`src/design/scalar_kalman_filter_assert.svh`:
```
// Assertion helpers shared by the filter modules.
// Each macro expects signals named clk and rst in the including scope.
`ifndef SCALAR_KALMAN_FILTER_ASSERT_SVH
`define SCALAR_KALMAN_FILTER_ASSERT_SVH

// The property must hold at every clock edge outside reset.
`define SKF_ASSERT(label, prop, msg) \
  label: assert property (@(posedge clk) disable iff (rst) (prop)) else $error(msg);

// The condition must never be true outside reset.
`define SKF_NEVER(label, cond, msg) \
  label: assert property (@(posedge clk) disable iff (rst) !(cond)) else $error(msg);

`endif

```
`src/design/skf_pkg.sv`:
```
package skf_pkg;

  localparam int FRAC_BITS = 16;
  localparam int GAIN_BITS = 16;

  localparam int DATA_W = 32;
  localparam int GAIN_W = GAIN_BITS + 1;
  localparam int DEN_W  = DATA_W + 1;
  localparam int REM_W  = DATA_W + 2;
  localparam int MUL_A_W = GAIN_W + 1;
  localparam int MUL_B_W = DATA_W + 2;
  localparam int PROD_W = MUL_A_W + MUL_B_W;
  localparam int SHIFT_W = PROD_W - GAIN_BITS;
  localparam int EST_SUM_W = SHIFT_W + 1;

  localparam int DIV_STEPS = GAIN_W;
  localparam int CNT_W = $clog2(DIV_STEPS + 1);

  localparam int CFG_IDX_W = 8;
  localparam int IN_DATA_W = 64;
  localparam int OUT_DATA_W = 88;

  localparam logic [DATA_W-1:0] ONE_VAL = DATA_W'(64'd1 << FRAC_BITS);
  localparam logic [DATA_W-1:0] Q_RESET = DATA_W'((64'd1 << FRAC_BITS) / 100);
  localparam logic [GAIN_W-1:0] GAIN_ONE = GAIN_W'(64'd1 << GAIN_BITS);

  localparam logic [CFG_IDX_W-1:0] REG_PROCESS_NOISE = CFG_IDX_W'(0);
  localparam logic [CFG_IDX_W-1:0] REG_MEASURE_NOISE = CFG_IDX_W'(1);
  localparam logic [CFG_IDX_W-1:0] REG_INIT_ESTIMATE = CFG_IDX_W'(2);
  localparam logic [CFG_IDX_W-1:0] REG_INIT_VARIANCE = CFG_IDX_W'(3);

  typedef enum logic [2:0] {
    ST_IDLE,
    ST_PRIOR,
    ST_DEN,
    ST_DIV,
    ST_MUL_EST,
    ST_MUL_VAR,
    ST_FINISH
  } state_t;

  typedef struct packed {
    logic idle;
    logic prior_en;
    logic div_start;
    logic gain_en;
    logic mul_en;
    logic mul_var_sel;
    logic est_en;
    logic commit;
  } ctl_t;

  // Saturate a 33-bit signed sum to 32 bits.
  function automatic logic [DATA_W-1:0] sat_s33(input logic [DATA_W:0] v);
    logic [DATA_W-1:0] r;
    if (v[DATA_W] != v[DATA_W-1]) begin
      r = v[DATA_W] ? {1'b1, {(DATA_W-1){1'b0}}} : {1'b0, {(DATA_W-1){1'b1}}};
    end else begin
      r = v[DATA_W-1:0];
    end
    return r;
  endfunction

  // Saturate a 33-bit unsigned sum to 32 bits.
  function automatic logic [DATA_W-1:0] sat_u33(input logic [DATA_W:0] v);
    return v[DATA_W] ? {DATA_W{1'b1}} : v[DATA_W-1:0];
  endfunction

  // Saturate the wide signed estimate sum to 32 bits.
  function automatic logic [DATA_W-1:0] sat_est(input logic [EST_SUM_W-1:0] v);
    logic [DATA_W-1:0] r;
    logic [EST_SUM_W-DATA_W:0] top;
    top = v[EST_SUM_W-1:DATA_W-1];
    if (top == '0 || top == '1) begin
      r = v[DATA_W-1:0];
    end else if (v[EST_SUM_W-1]) begin
      r = {1'b1, {(DATA_W-1){1'b0}}};
    end else begin
      r = {1'b0, {(DATA_W-1){1'b1}}};
    end
    return r;
  endfunction

endpackage

```
`src/design/skf_div.sv`:
```
`include "scalar_kalman_filter_assert.svh"

// Restoring divider: quo = floor(num * 2^GAIN_BITS / den), one quotient bit a cycle.
// num must not exceed den, so the quotient fits in GAIN_W bits.
module skf_div (
  input  logic                      clk,
  input  logic                      rst,
  input  logic                      start,
  input  logic [skf_pkg::DATA_W-1:0] num,
  input  logic [skf_pkg::DEN_W-1:0]  den,
  output logic                      done,
  output logic [skf_pkg::GAIN_W-1:0] quo
);
  import skf_pkg::*;

  logic              busy;
  logic [CNT_W-1:0]  cnt;
  logic [REM_W-1:0]  rem;
  logic [DEN_W-1:0]  den_q;
  logic              den_zero;
  logic [GAIN_W-1:0] quo_q;
  logic [REM_W:0]    diff;
  logic              ge;
  logic [REM_W-1:0]  rem_next;

  assign diff = {1'b0, rem} - (REM_W+1)'(den_q);
  assign ge = !diff[REM_W];
  assign rem_next = ge ? diff[REM_W-1:0] : rem;

  always_ff @(posedge clk) begin
    if (rst) begin
      busy <= 1'b0;
      done <= 1'b0;
      cnt  <= '0;
    end else begin
      done <= 1'b0;
      if (start) begin
        busy <= 1'b1;
        cnt  <= CNT_W'(DIV_STEPS);
      end else if (busy) begin
        cnt <= cnt - 1'b1;
        if (cnt == CNT_W'(1)) begin
          busy <= 1'b0;
          done <= 1'b1;
        end
      end
    end
  end

  always_ff @(posedge clk) begin
    if (start) begin
      rem      <= REM_W'(num);
      den_q    <= den;
      den_zero <= (den == '0);
      quo_q    <= '0;
    end else if (busy) begin
      rem   <= {rem_next[REM_W-2:0], 1'b0};
      quo_q <= {quo_q[GAIN_W-2:0], ge};
    end
  end

  // A zero denominator gives a zero gain.
  assign quo = den_zero ? '0 : quo_q;

  `SKF_NEVER(a_div_restart_busy, start && busy, "divider started while busy")
  `SKF_ASSERT(a_div_done_pulse, done |=> !done, "divider done longer than one cycle")
  `SKF_ASSERT(a_div_quo_range, done |-> (quo <= GAIN_ONE), "gain above one")

endmodule

```
`src/design/skf_seq.sv`:
```
`include "scalar_kalman_filter_assert.svh"

module skf_seq (
  input  logic          clk,
  input  logic          rst,
  input  logic          in_accept,
  input  logic          div_done,
  input  logic          out_free,
  output skf_pkg::ctl_t ctl
);
  import skf_pkg::*;

  state_t state, state_next;

  always_ff @(posedge clk) begin
    if (rst) begin
      state <= ST_IDLE;
    end else begin
      state <= state_next;
    end
  end

  always_comb begin
    state_next = state;
    unique case (state)
      ST_IDLE:    if (in_accept) state_next = ST_PRIOR;
      ST_PRIOR:   state_next = ST_DEN;
      ST_DEN:     state_next = ST_DIV;
      ST_DIV:     if (div_done) state_next = ST_MUL_EST;
      ST_MUL_EST: state_next = ST_MUL_VAR;
      ST_MUL_VAR: state_next = ST_FINISH;
      ST_FINISH:  if (out_free) state_next = ST_IDLE;
      default:    state_next = ST_IDLE;
    endcase
  end

  always_comb begin
    ctl = '0;
    unique case (state)
      ST_IDLE:    ctl.idle = 1'b1;
      ST_PRIOR:   ctl.prior_en = 1'b1;
      ST_DEN:     ctl.div_start = 1'b1;
      ST_DIV:     ctl.gain_en = div_done;
      ST_MUL_EST: ctl.mul_en = 1'b1;
      ST_MUL_VAR: begin
        ctl.mul_en      = 1'b1;
        ctl.mul_var_sel = 1'b1;
        ctl.est_en      = 1'b1;
      end
      ST_FINISH:  ctl.commit = out_free;
      default:    ctl = '0;
    endcase
  end

  `SKF_ASSERT(a_seq_done_in_div, div_done |-> (state == ST_DIV), "divide result out of step")
  `SKF_ASSERT(a_seq_accept_starts, in_accept |=> (state == ST_PRIOR), "accepted item not started")
  `SKF_ASSERT(a_seq_commit_ends, ctl.commit |=> ctl.idle, "sequencer not idle after commit")

endmodule

```
`src/design/scalar_kalman_filter.sv`:
```
// Scalar Kalman filter, Q16.16 data, Q1.16 gain.
// Input channel s_axis: tdata carries measurement and control offset, tuser
// the restart flag, which reloads estimate and variance from init_estimate
// and init_variance before the step. Output channel m_axis: one item per input
// with the new estimate, new variance and the gain used.
// Configuration: cfg_valid/cfg_ready with cfg_index 0..3 selecting process noise,
// measurement noise, initial estimate and initial variance; other indexes are
// ignored. cfg_ready is always high; write only while no item is in flight.
// Sequence: after acceptance an item passes the prior and the denominator states,
// the bit-serial divider that forms the gain (one quotient bit a cycle), then
// two passes through the shared 18x34 multiplier and the commit state.
// s_axis_tready is high only while the sequencer is idle, so a new item is
// taken only after the previous one has committed.
// The result sits in an output register; if the receiver stalls, the next
// item is still accepted and computed, and waits in its commit state until
// the output register is free.
// Reset clears estimate to 0, variance to 1.0 and the registers to their
// defaults (q = 1/100, r = 1.0, initial estimate 0, initial variance 1.0).
`include "scalar_kalman_filter_assert.svh"

module scalar_kalman_filter (
  input  logic                          clk,
  input  logic                          rst,
  input  logic                          s_axis_tvalid,
  output logic                          s_axis_tready,
  // measurement [31:0], control_offset [63:32]
  input  logic [skf_pkg::IN_DATA_W-1:0]  s_axis_tdata,
  // restart
  input  logic                          s_axis_tuser,
  output logic                          m_axis_tvalid,
  input  logic                          m_axis_tready,
  // new_estimate [31:0], new_variance [63:32], gain [80:64], zeros above
  output logic [skf_pkg::OUT_DATA_W-1:0] m_axis_tdata,
  input  logic                          cfg_valid,
  output logic                          cfg_ready,
  input  logic [skf_pkg::CFG_IDX_W-1:0]  cfg_index,
  input  logic [skf_pkg::DATA_W-1:0]     cfg_data
);
  import skf_pkg::*;

  ctl_t ctl;

  logic [DATA_W-1:0] process_noise, measure_noise, init_estimate, init_variance;
  logic [DATA_W-1:0] estimate_reg, variance_reg;

  logic [DATA_W-1:0] meas, ctrl_off;
  logic              restart;

  logic [DATA_W-1:0]  prior, pvar;
  logic [DATA_W-1:0]  est_src, var_src;
  logic [DEN_W-1:0]   den;
  logic [MUL_B_W-1:0] diff;
  logic [GAIN_W-1:0]  gain_q, quo;
  logic               div_done;

  logic signed [MUL_A_W-1:0] mul_a;
  logic signed [MUL_B_W-1:0] mul_b;
  logic signed [PROD_W-1:0]  prod;
  logic [EST_SUM_W-1:0]      est_sum;
  logic [DATA_W-1:0]         est_new, var_new;

  logic in_accept, out_free;

  assign in_accept = s_axis_tvalid && s_axis_tready;
  assign s_axis_tready = ctl.idle;
  assign out_free = !m_axis_tvalid || m_axis_tready;
  assign cfg_ready = 1'b1;

  always_ff @(posedge clk) begin
    if (rst) begin
      process_noise <= Q_RESET;
      measure_noise <= ONE_VAL;
      init_estimate <= '0;
      init_variance <= ONE_VAL;
    end else if (cfg_valid) begin
      case (cfg_index)
        REG_PROCESS_NOISE: process_noise <= cfg_data;
        REG_MEASURE_NOISE: measure_noise <= cfg_data;
        REG_INIT_ESTIMATE: init_estimate <= cfg_data;
        REG_INIT_VARIANCE: init_variance <= cfg_data;
        default: ;
      endcase
    end
  end

  always_ff @(posedge clk) begin
    if (in_accept) begin
      meas     <= s_axis_tdata[DATA_W-1:0];
      ctrl_off <= s_axis_tdata[2*DATA_W-1:DATA_W];
      restart  <= s_axis_tuser;
    end
  end

  assign est_src = restart ? init_estimate : estimate_reg;
  assign var_src = restart ? init_variance : variance_reg;

  // Prediction step.
  always_ff @(posedge clk) begin
    if (ctl.prior_en) begin
      prior <= sat_s33({est_src[DATA_W-1], est_src} + {ctrl_off[DATA_W-1], ctrl_off});
      pvar  <= sat_u33({1'b0, var_src} + {1'b0, process_noise});
    end
  end

  assign den = {1'b0, pvar} + {1'b0, measure_noise};

  always_ff @(posedge clk) begin
    if (ctl.div_start) begin
      diff <= MUL_B_W'(signed'(meas)) - MUL_B_W'(signed'(prior));
    end
    if (ctl.gain_en) begin
      gain_q <= quo;
    end
  end

  skf_div u_div (
    .clk   (clk),
    .rst   (rst),
    .start (ctl.div_start),
    .num   (pvar),
    .den   (den),
    .done  (div_done),
    .quo   (quo)
  );

  // One multiplier serves the correction term and then the variance update.
  assign mul_a = ctl.mul_var_sel ? signed'({1'b0, GAIN_ONE - gain_q})
                                 : signed'({1'b0, gain_q});
  assign mul_b = ctl.mul_var_sel ? signed'(MUL_B_W'(pvar)) : signed'(diff);

  always_ff @(posedge clk) begin
    if (ctl.mul_en) begin
      prod <= mul_a * mul_b;
    end
  end

  // The arithmetic shift of the product rounds the correction toward minus infinity.
  assign est_sum = EST_SUM_W'(signed'(prior)) + EST_SUM_W'(signed'(prod[PROD_W-1:GAIN_BITS]));

  always_ff @(posedge clk) begin
    if (ctl.est_en) begin
      est_new <= sat_est(est_sum);
    end
  end

  assign var_new = (prod[PROD_W-1:DATA_W+GAIN_BITS] != '0) ? {DATA_W{1'b1}}
                 : prod[DATA_W+GAIN_BITS-1:GAIN_BITS];

  always_ff @(posedge clk) begin
    if (rst) begin
      estimate_reg <= '0;
      variance_reg <= ONE_VAL;
    end else if (ctl.commit) begin
      estimate_reg <= est_new;
      variance_reg <= var_new;
    end
  end

  always_ff @(posedge clk) begin
    if (rst) begin
      m_axis_tvalid <= 1'b0;
    end else if (ctl.commit) begin
      m_axis_tvalid <= 1'b1;
    end else if (m_axis_tready) begin
      m_axis_tvalid <= 1'b0;
    end
  end

  always_ff @(posedge clk) begin
    if (ctl.commit) begin
      m_axis_tdata <= {(OUT_DATA_W-2*DATA_W-GAIN_W)'(0), gain_q, var_new, est_new};
    end
  end

  skf_seq u_seq (
    .clk       (clk),
    .rst       (rst),
    .in_accept (in_accept),
    .div_done  (div_done),
    .out_free  (out_free),
    .ctl       (ctl)
  );

  `SKF_ASSERT(a_commit_shows, ctl.commit |=> m_axis_tvalid, "committed item not presented")
  `SKF_ASSERT(a_var_shrinks, ctl.commit |=> (variance_reg <= $past(pvar)), "variance grew in update")
  `SKF_NEVER(a_commit_overwrites, ctl.commit && m_axis_tvalid && !m_axis_tready, "result overwritten")

endmodule

```
`config.mk`:
```
export PLATFORM = sky130hd
export DESIGN_NAME = scalar_kalman_filter
export DESIGN_NICKNAME = d
export VERILOG_FILES = /design/src/design/skf_pkg.sv /design/src/design/skf_div.sv /design/src/design/skf_seq.sv /design/src/design/scalar_kalman_filter.sv
export VERILOG_INCLUDE_DIRS = /design/src /design/src/design
export SDC_FILE = /design/constraint.sdc
export NUM_CORES = 2
export LEC_CHECK = 0
export BUFFER_PORTS_ARGS = -buffer_cell sky130_fd_sc_hd__buf_2
export CAP_MARGIN = 0
export CELL_PAD_IN_SITES_DETAIL_PLACEMENT = 0
export CELL_PAD_IN_SITES_GLOBAL_PLACEMENT = 1
export CORE_ASPECT_RATIO = 0.75
export CORE_MARGIN = 2
export CORE_UTILIZATION = 48
export CTS_CLUSTER_SIZE = 25
export DETAILED_ROUTE_END_ITERATION = 7
export PLACE_DENSITY = 0.89
export SYNTH_ARGS = -nofsm -noshare
export SYNTH_HDL_FRONTEND = slang
export SYNTH_SLANG_ARGS = --single-unit
```
`constraint.sdc`:
```
create_clock -name clk -period 23.1 [get_ports clk]
set_clock_uncertainty 0.05 [all_clocks]
set_input_delay 4.62 -clock clk [delete_from_list [all_inputs] [get_ports clk]]
set_output_delay 4.62 -clock clk [all_outputs]
set_load 0.02 [all_outputs]
```
==> flow_metrics.tcl <==
set metrics [dict create \
    status "finished clean" \
    cts_max_level 3 \
    grt_pass1_wl_mm 237 \
    critPathCaptureType "register" \
    nNetsFinal 6498 \
    drive_gt1_share_pct 8.39 \
    rsz0062_at_grt "false" \
    hold_violations 0 \
    hold_depth 2 \
    cp_max_fo 57 \
    start_util_pct 48.5 \
    antenna_found_initial 6 \
    min_period_ns 10.84 \
    synth.area.top_cells "edfxtp_1 23%, fa_1 21%, dfxtp_1 8.7%" \
    die_w_um 381 \
    postCtsHoldBufs 0 \
    max_slew_margin_pct 15.4 \
    yosys.area.top_type_share_pct 23.1 \
    synth_edf_count 394 \
    clk_pin_slew_ns 0.07 \
    dieArea_um2 109000 \
    viasPerCell 5.66 \
    synthFlopType "edfxtp_1" \
    syn_to_final_growth_pct 9.20 \
    place.gp.congestion 0.975 \
    io_buffers 192 \
    grt_use_total_pct 28.5 \
    vias 39600 \
    post-cts-setup-buffers 0 \
    drc_errors 0 \
    r2r_slack_ns 12.26 \
    start_kind "register" \
    routedWlPerCell_um 22.2 \
    drt_pass1_iterations 6 \
    drv_slew 0 \
    drt_wl_total_mm 155 \
    worstRegToRegCells 29 \
    synth_cell_type_count 92 \
    final_common_cell "nand2_1" \
    setup_violations 0 \
    worstSetupStartpoint "u_seq.state[2]" \
    clkSinkCount 616 \
    synth_area_um2 51100 \
    tritoncts "yes" \
    num-fill-cells 9555 \
    ctsResizeCount 0 \
    final_cell_mix "946 x nand2_1, 735 x inv_1, 544 x fa_1" \
    drv_cap 0 \
    whs_endpoint "init_variance[0]" \
    synth-seq-cells 616 \
    cpPeakStageDelay_ns 0.99 \
    insertion_delay_ns 0.65 \
    synthCells 5437 \
    cts-root-buf "clkbuf_16" \
    fmax_mhz 92.3 \
    ioPinCount 201 \
    gr-total-overflow 0 \
    synth_seq_area_share_pct 31.8 \
    regToRegEndpoint "prod[51]" \
    critical_path_class "reg2reg" \
    synth.avg_cell_area_um2 9.40 \
    num_rows 103 \
    fp.coreArea_um2 105000 \
    cp_slowest_cell "a2111oi_1" \
    dpl.hpwl_mm 123 \
    cp.arrival_ns 11.15 \
    grt_pass1_vias 38400 \
    required_ns 23.41 \
    die_y_um 287 \
    synth_top_area_cell "edfxtp_1" \
    period_share_pct 46.9 \
    largestRegisters "m_axis_tdata (81), prod (36), u_div.rem (34)" \
    drt_first_iter_violations 4498 \
    cts_max_path_buffers 3 \
    fin_tns_setup_ns 0 \
    async_flop_share_pct 0 \
    yosys_warnings 0 \
    hp-start "init_variance[0]" \
    worst_slew_pin_slew_ns 1.23 \
    cpMostUsedCell "fa_1" \
    min_path_type "reg2reg" \
    grt_max_degree 104 \
    regMostFlops "m_axis_tdata" \
    cts_buffers 67 \
    largest_reg_flops 81 \
    r2r-start "u_seq.state[2]" \
    ant_nets 0 \
]
[worst max-delay path by stage]
stage	depth (start not counted)	endpoint	slack [ns]
2_1_floorplan	31	prod[51]	12.42
3_3_place_gp	29	prod[51]	12.76
3_5_place_dp	29	prod[51]	12.59
4_1_cts	29	prod[51]	12.53
5_1_grt	29	prod[51]	11.92
6_report	29	prod[51]	12.26
[stage by stage]
stage | worst slack, ns | utilization (%) | area, um2 | hold slack, ns | instances
floorplan | 12.42 | - | 51100 | 0.374 | 5443
global placement | 12.76 | 50.9 | 53600 | 0.388 | 6874
detailed placement | 12.59 | 50.9 | 53600 | 0.393 | 6874
CTS | 12.53 | 52.9 | 55800 | 0.404 | 6997
global route | 11.92 | 52.9 | 55800 | 0.421 | 6997
finish | 12.26 | 52.9 | 55800 | 0.401 | 6999
[cells in the mapped netlist, drive strengths merged, types with 16 or more instances]
cell type and count:
fa 544, mux2i 49, nor2b 42, dfxtp 222
mux2 63, nor3 72, o211ai 19, edfxtp 394
a21o 88, and2 39, o21ai 166, o31ai 16
inv 738, nand4 20, nand2b 58, o21bai 22
xor2 73, o21a 45, nor2 426, or3 18
a31oi 34, nand3 42, a211oi 21, clkbuf 190
xnor2 142, ha 318, buf 29, a21oi 386
nand2 948, and3 32
[worst max-delay path, delay by kind of cell (launching register included)]
kind	cells	cell delay [ns]
adder cells (fa/ha/maj)	7	3.35
AO/OA/AOI/OAI	8	3.13
buffers and inverters	8	1.99
multiplexers	1	0.71
AND/OR/NAND/NOR	4	0.68
flip-flops	1	0.50
XOR/XNOR	1	0.08
[routing by layer]
metal / wire [um] / GRT usage [%] / up-vias
met5: 21 / 0 / -
li1: - / - / 18000
met2: 63300 / 40.0 / 1917
met4: 4930 / 8.14 / 4
met3: 16700 / 6.57 / 262
met1: 70500 / 43.7 / 19400
[cell families (layout without fill, tap and decap cells)]
family | count (synthesis) | after routing | synth area share (%)
and+or+nand+nor | 1754 | 1754 | 14.6
xor gates and xnor gates | 215 | 215 | 3.68
buffers and inverters | 958 | 1095 | 7.13
muxes | 112 | 112 | 2.35
other | 2 | 10 | 0.0147
DFF | 616 | 616 | 31.8
AOI/OAI and AO/OA | 911 | 911 | 11.1
adders and majority gates | 869 | 869 | 29.2
[layout make-up]
type	instances	area (um2)	share of cell area, %
flip-flops and latches	616	16300	29.2
inverters	739	2780	4.98
clock inverters	41	402	0.720
clock buffers	82	1810	3.23
well taps	1417	1770	3.18
repair buffers	233	1270	2.28
diodes	2	5.00	0.00897
multi-input cells	3869	31500	56.4
Power is not shown: default switching activity piles up to over one toggle a cycle in this logic, so the estimate is an artifact.
